===== src/rtl/bcpc_pkg.sv =====
// Shared types and constants of the block-cyclic preceding count block.
package bcpc_pkg;

  // Internal index arithmetic width; the result is masked to at most this many bits.
  localparam int IndexBits = 32;
  localparam int NumWidth  = 31;
  localparam int DivWidth  = 32;
  localparam int SizeWidth = 16;
  localparam int DivSteps  = DivWidth;

  localparam logic [NumWidth-1:0] ResultMask = (IndexBits >= NumWidth) ?
      {NumWidth{1'b1}} : NumWidth'((64'd1 << IndexBits) - 64'd1);

  // Register indexes on the configuration port.
  localparam logic [2:0] RegFirstBlock = 3'd0;
  localparam logic [2:0] RegBlock      = 3'd1;
  localparam logic [2:0] RegProcCount  = 3'd2;
  localparam logic [2:0] RegSource     = 3'd3;
  localparam logic [2:0] RegMyProc     = 3'd4;

  // Effective configuration: sizes of zero already read as one.
  typedef struct packed {
    logic [SizeWidth-1:0] inb;
    logic [SizeWidth-1:0] nb;
    logic [SizeWidth-1:0] np;
    logic [SizeWidth-1:0] src;
    logic [SizeWidth-1:0] me;
    logic                 rep;
  } cfg_t;

  // Per-item context carried alongside the divider pipelines.
  typedef struct packed {
    logic [NumWidth-1:0]  n;
    logic [NumWidth-1:0]  idx;
    logic [NumWidth-1:0]  past;
    logic                 zero;
    logic                 ge;
    logic                 early;
    logic [SizeWidth-1:0] me;
    logic [SizeWidth-1:0] src;
    logic [SizeWidth-1:0] hops;
    logic [DivWidth-1:0]  inb;
  } ctx_t;

endpackage


===== src/rtl/bcpc_front.sv =====
// Front end: accepts items, classifies them and queues them for the back end.
module bcpc_front (
  input  logic              clk_i,
  input  logic              rst_ni,
  input  bcpc_pkg::cfg_t    cfg_i,
  input  logic              in_valid_i,
  output logic              in_ready_o,
  input  logic [30:0]       run_length_i,
  input  logic [30:0]       start_index_i,
  output logic              item_valid_o,
  input  logic              item_pop_i,
  output bcpc_pkg::ctx_t    item_o
);

  bcpc_pkg::ctx_t ent_q [2];
  bcpc_pkg::ctx_t cls;
  logic           wr_ptr_q, wr_ptr_d;
  logic           rd_ptr_q, rd_ptr_d;
  logic [1:0]     cnt_q, cnt_d;
  logic           push, pop;

  always_comb begin
    cls       = '0;
    cls.n     = run_length_i;
    cls.idx   = start_index_i;
    cls.zero  = cfg_i.rep || (cfg_i.np == 16'd1);
    cls.ge    = start_index_i >= 31'(cfg_i.inb);
    cls.past  = start_index_i - 31'(cfg_i.inb);
  end

  assign in_ready_o   = (cnt_q != 2'd2);
  assign item_valid_o = (cnt_q != 2'd0);
  assign item_o       = ent_q[rd_ptr_q];
  assign push         = in_valid_i && in_ready_o;
  assign pop          = item_pop_i && item_valid_o;

  always_comb begin
    wr_ptr_d = push ? ~wr_ptr_q : wr_ptr_q;
    rd_ptr_d = pop ? ~rd_ptr_q : rd_ptr_q;
    cnt_d    = cnt_q + {1'b0, push} - {1'b0, pop};
  end

  always_ff @(posedge clk_i or negedge rst_ni) begin
    if (!rst_ni) begin
      wr_ptr_q <= 1'b0;
      rd_ptr_q <= 1'b0;
      cnt_q    <= 2'd0;
    end else begin
      wr_ptr_q <= wr_ptr_d;
      rd_ptr_q <= rd_ptr_d;
      cnt_q    <= cnt_d;
    end
  end

  always_ff @(posedge clk_i) begin
    if (push) begin
      ent_q[wr_ptr_q] <= cls;
    end
  end

endmodule


===== config.mk =====
export PLATFORM = sky130hd
export DESIGN_NAME = bcpc_front
export DESIGN_NICKNAME = d
export VERILOG_FILES = /design/src/rtl/bcpc_pkg.sv /design/src/rtl/bcpc_front.sv
export SDC_FILE = /design/constraint.sdc
export NUM_CORES = 1
export LEC_CHECK = 0
export BUFFER_PORTS_ARGS = -buffer_cell sky130_fd_sc_hd__buf_4
export CAP_MARGIN = 30
export CORE_MARGIN = 10
export CORE_UTILIZATION = 35
export CTS_CLUSTER_SIZE = 40
export DETAILED_ROUTE_END_ITERATION = 16
export GPL_ROUTABILITY_DRIVEN = 0
export GPL_TIMING_DRIVEN = 0
export MAX_ROUTING_LAYER = met4
export PLACE_DENSITY = 0.71
export SYNTH_ARGS = -nofsm -noshare
export SYNTH_HDL_FRONTEND = slang
export SYNTH_SLANG_ARGS = --single-unit

===== constraint.sdc =====
create_clock -name clk_i -period 5.25 [get_ports clk_i]
set_input_delay 1.05 -clock clk_i [delete_from_list [all_inputs] [get_ports clk_i]]
set_output_delay 1.05 -clock clk_i [all_outputs]
set_load 0.01 [all_outputs]

### Yosys cells after proc, flatten, opt, wreduce, memory -nomap -nowiden

Memory sizes are Yosys's and may differ from the RTL's.
Cells that the tools add are included.

| operators by class | value |
|---|---|
| reduce and logical (&&, ||, !) cells | 4 |
| eq/ne operators | 2 |
| magnitude comparators | 1 |
| multiplexer cells | 2 |
| bitwise logic cells | 2 |
| $add $sub $neg | 3 |
| shift-type cells | 0 |
| div/mod/pow operators | 0 |
| $mul | 0 |

Operators by type and width:

| cell | count |
|---|---|
| 31-bit by 16-bit greater-or-equal comparator with 1-bit output | 1 |
| 31-bit by 16-bit subtractor with 31-bit output | 1 |
| 16-bit by 1-bit equality test with 1-bit output, second input constant | 1 |
| 2-bit by 1-bit adder with 2-bit output | 1 |
| 1-bit logical AND | 2 |
| 1-bit 2-to-1 mux | 2 |
| 2-bit inequality test, second input constant | 1 |
| 1-bit inverter | 2 |
| 2-bit nonzero test | 1 |
| 2-bit by 1-bit subtractor with 2-bit output | 1 |
| 1-bit logical OR | 1 |

| storage, ports and cells | value |
|---|---|
| ROM bits | 0 |
| memory bits (writable) | 190 |
| memories kept | 1 |
| logic and storage cells | 18 |
| flip-flop bits (word level) | 4 |
| bits in latches | 0 |

Memory list:

| memory | words | bits a word | read ports | clocked after Yosys merged registers in | write ports | RTL line | source |
|---|---|---|---|---|---|---|---|
| ent_q | 2 | 95 | 1 | 0 | 1 | bcpc_front.sv:15 | `bcpc_pkg::ctx_t ent_q [2];` |

### Longest topological paths before layout

| logic depth | value |
|---|---|
| depth in word-level cells | 4 |
| mapped depth | 10 |

### Worst setup path before layout

OpenSTA, ideal clock, no wires.

| path | value |
|---|---|
| kind | input to register |
| from | input port in_valid_i |
| to | memory ent_q[0][0] (netlist bit), enable pin |
| cell stages on the path | 2 |
| arrival | 5.103 ns |
| path slack | -0.402 ns |
| path buffers | 0 |
| path through | nand2_1 nor2_1 |

| on the way | value |
|---|---|
| word-level cells in the longest chain between the ends | 3 |

Ends and longest elaborated chain:

| what | RTL line | source |
|---|---|---|
| start: declaration | bcpc_front.sv:6 | `input logic in_valid_i,` |
| 1-bit logical AND | bcpc_front.sv:34 | `assign push = in_valid_i && in_ready_o;` |
| 1-bit 2-to-1 mux | bcpc_front.sv:56 | `if (push) begin` |
| 1-bit 2-to-1 mux (implied by the code) | bcpc_front.sv:57 | `ent_q[wr_ptr_q] <= cls;` |
| end: declaration | bcpc_front.sv:15 |  |

Every way passes these cells.

==> key figures <==
Logic synthesis
  • Compound-gate portion of the synthesized area: 0.0425
  • Post-synth ARST share: 0.0206
  • Synthesized area: 8950 um2
  • Post-Synth Adder-Cell Area: 0.0274
  • Sequential share of the synthesized area: 0.649
  • Post-Synth XOR/XNOR Area: 0.0313
  • Cells after Synth: approximately 590
  • Mean area per synthesized cell: roughly 15 um2
  • Largest family of logic cells by synthesized area: multiplexers
  • Mux cell area share after synthesis: 0.120
  • Dominant synthesized flop cell: edfxtp_1
  • Yosys Warn Count: 0
  • Post-synth EDFFs: 190
  • Cell variety after synth: 49
  • Flops & latches, synth: just under 200
  • Post-Synth Simple-Gate Area: 0.0464

Die
  • Initial Util: 0.355
  • I/O pin count: approximately 330
  • Die Area: roughly 32000 um2
  • DIE HEIGHT: approximately 180 um
  • Core box area: 25200 um2
  • Die width: 180 um
  • Site Rows: slightly below 60

Final layout
  • Final Non-Filler Cells: 1228
  • Final Util: 0.469
  • Share of layout cells above drive strength 1: 0.470
  • Area delta synth->final: 31.9%
  • Fin nets: roughly 1100
  • Final Instance Area: approximately 12000 um2

Clock network
  • Post-CTS sizing: 0
  • Post-CTS setup buffer count: 0
  • Htree depth: 4
  • CTS tree: built
  • Sink Count: ~190
  • Hold buffers post-CTS: 0
  • Worst-path clk slew: ~80 ps
  • Worst-Skew Late Latency: 430 ps
  • Clock Tree Buf Depth: 2
  • TritonCTS Buffers: 17
  • Clock root cell: clkbuf_16

GRT
  • Initial antenna violation count: 1
  • Pin count of the biggest net entering global routing: between 50 and 60
  • Vias in the first global route: about 6000
  • Congestion Overflow GR: 0
  • Total track usage: 0.140
  • First-pass GRT wire length: ~34000 um

Timing
  • Setup tns final: 0 ps
  • Fin crit share: 0.720
  • Final Max Slew Viols: 0
  • Actual slew at the worst max-slew pin: a little under 900 ps
  • Fin Clk Skew: approximately 11 ps
  • Unrepaired setup endpoints after global routing: false
  • Crit path time final: around 3800 ps
  • Min Hold Slack: ~390 ps
  • Final hold viol count: 0
  • Slew margin rel.: 0.421
  • Fmax: ~260 MHz
  • # setup viols final: 0
  • Setup ws final: 1470 ps

Route
  • Vias: 5378
  • DRT iter0 DRCs: between 200 and 250
  • Wire length on met1: roughly 10000 um
  • Residual DRC: 0
  • Met3 wire length: ~1600 um
  • Via density: ~4.4
  • Wire per inst: about 18 um
  • DRT Pass-1 Iters: 4
  • Routed wl met2: 10900 um
  • Final antenna-violating net count: 0
  • Total Wirelength: about 22000 um
  • Uppermost layer routed: met4

Setup path
  • Kind of start point of the critical path: register
  • Worst r2r src: cnt_q[1]$_DFF_PN0_
  • Worst Setup SP: rd_ptr_q$_DFFE_PN0P_
  • CP required: 4200 ps
  • Reg2Reg Depth: 5
  • Endpoint type of the worst setup path: output port
  • Critical path class: register to output port
  • CP arrival: 2730 ps
  • Critical path fanouts, max: 10

Placed design
  • DP Cell Count: ~1200
  • Pre-CTS setup slack: between 1500 and 2000 ps
  • IO buf count: ~200
  • Placed Area: roughly 11000 um2
  • HPWL Detailed: about 17000 um

Hold path
  • Worst min-delay path class: primary input to async pin

Pwr
  • Leak: about 4.8 nW
  • Pwr/cell area: about 460 nW/um2
  • Worst vdd ir: roughly 0.00018 V
  • Total power draw: roughly 5.5 mW

Run status
  • Status: finished clean

Run
  • MaxCap Viol Count: 0
## state kept, by name, summed over array words and instances, names as in the netlist
| name | count |
|---|---|
| ent_q | 190 |
| cnt_q | 2 |
| wr_ptr_q | 1 |
| rd_ptr_q | 1 |
## path summary, 6_finish.rpt
kind | to | slack (ps)
min in group clk_i | cnt_q[1]$_DFF_PN0_ | 500
hold / removal | cnt_q[1]$_DFF_PN0_ | 390
setup reg to reg | ent_q[0][26]$_DFFE_PP_ | 3300
setup / recovery | item_o[128] | 1470
max in group asynchronous | rd_ptr_q$_DFFE_PN0P_ | 4750
hold reg to reg | cnt_q[1]$_DFF_PN0_ | 500
## kinds of logic after synthesis
kind of cell    Yosys count
other cells               1
fa+ha+maj                19
buf+inv                 118
simple gates             79
flops                   194
compound gates           48
xor+xnor                 32
mux                      95
## per-layer routing
| layer | GRT usage | vias to the layer above |
|---|---|---|
| li1 | - | 2599 |
| met3 | 0.0496 | 16 |
| met4 | 0.0380 | 0 |
| met2 | 0.227 | 212 |
| met5 | - | - |
| met1 | 0.160 | 2551 |
## power breakdown
group / internal (mW) / switching, mW
Sequential: 2.13 / 0.0724
Combinational: 0.975 / 1.04
Clock: 0.635 / 0.636
## cell usage in the layout (no fill, tap or decap), types with 3 or more instances in the layout
master	Yosys	final
or3_1	4	4
inv_1	24	24
nand2b_1	5	5
nor2b_1	4	4
buf_4	81	276
xnor2_1	21	21
o21ai_0	5	5
nor3_1	10	10
xor2_1	11	11
nor4_1	4	4
a21oi_1	14	14
nor2_1	13	12
a21o_1	6	6
a311o_1	3	3
ha_1	18	18
dfrtp_1	4	4
mux2_2	95	95
inv_8	0	4
a31oi_1	4	4
edfxtp_1	190	190
nand3_1	5	5
nand2_1	18	18
conb_1	1	81
inv_6	0	4
clkbuf_1	11	12
buf_12	0	3
clkbuf_16	0	17
## synthesized netlist by cell type, drive strengths merged (10+ instances only)
master / number / area (um2)
nor3: 10 / 50.1
inv: 24 / 90.1
buf: 83 / 617
mux2: 95 / 1070
nand2: 20 / 80.1
clkbuf: 11 / 41.3
xnor2: 21 / 184
a21oi: 15 / 78.8
nor2: 15 / 66.3
ha: 18 / 225
xor2: 11 / 96.3
edfxtp: 190 / 5710
## worst max-delay path: stages, from the launching register on
cell and delay, ps:
dfrtp_1 320, clkbuf_1 260, clkbuf_1 580, clkbuf_1 560, mux2_2 410, buf_4 150
## final cells by class
cell class	instances	area (um2)
inverters	24	90.1
plain buffers	94	658
repair buffers	199	1550
fillers	2277	13400
flip-flops and latches	194	5810
multi-input cells	354	2710
diodes	1	2.50
clock inverters	14	143
well taps	330	413
clock buffers	18	429
Power figures use the tool's default switching activity.
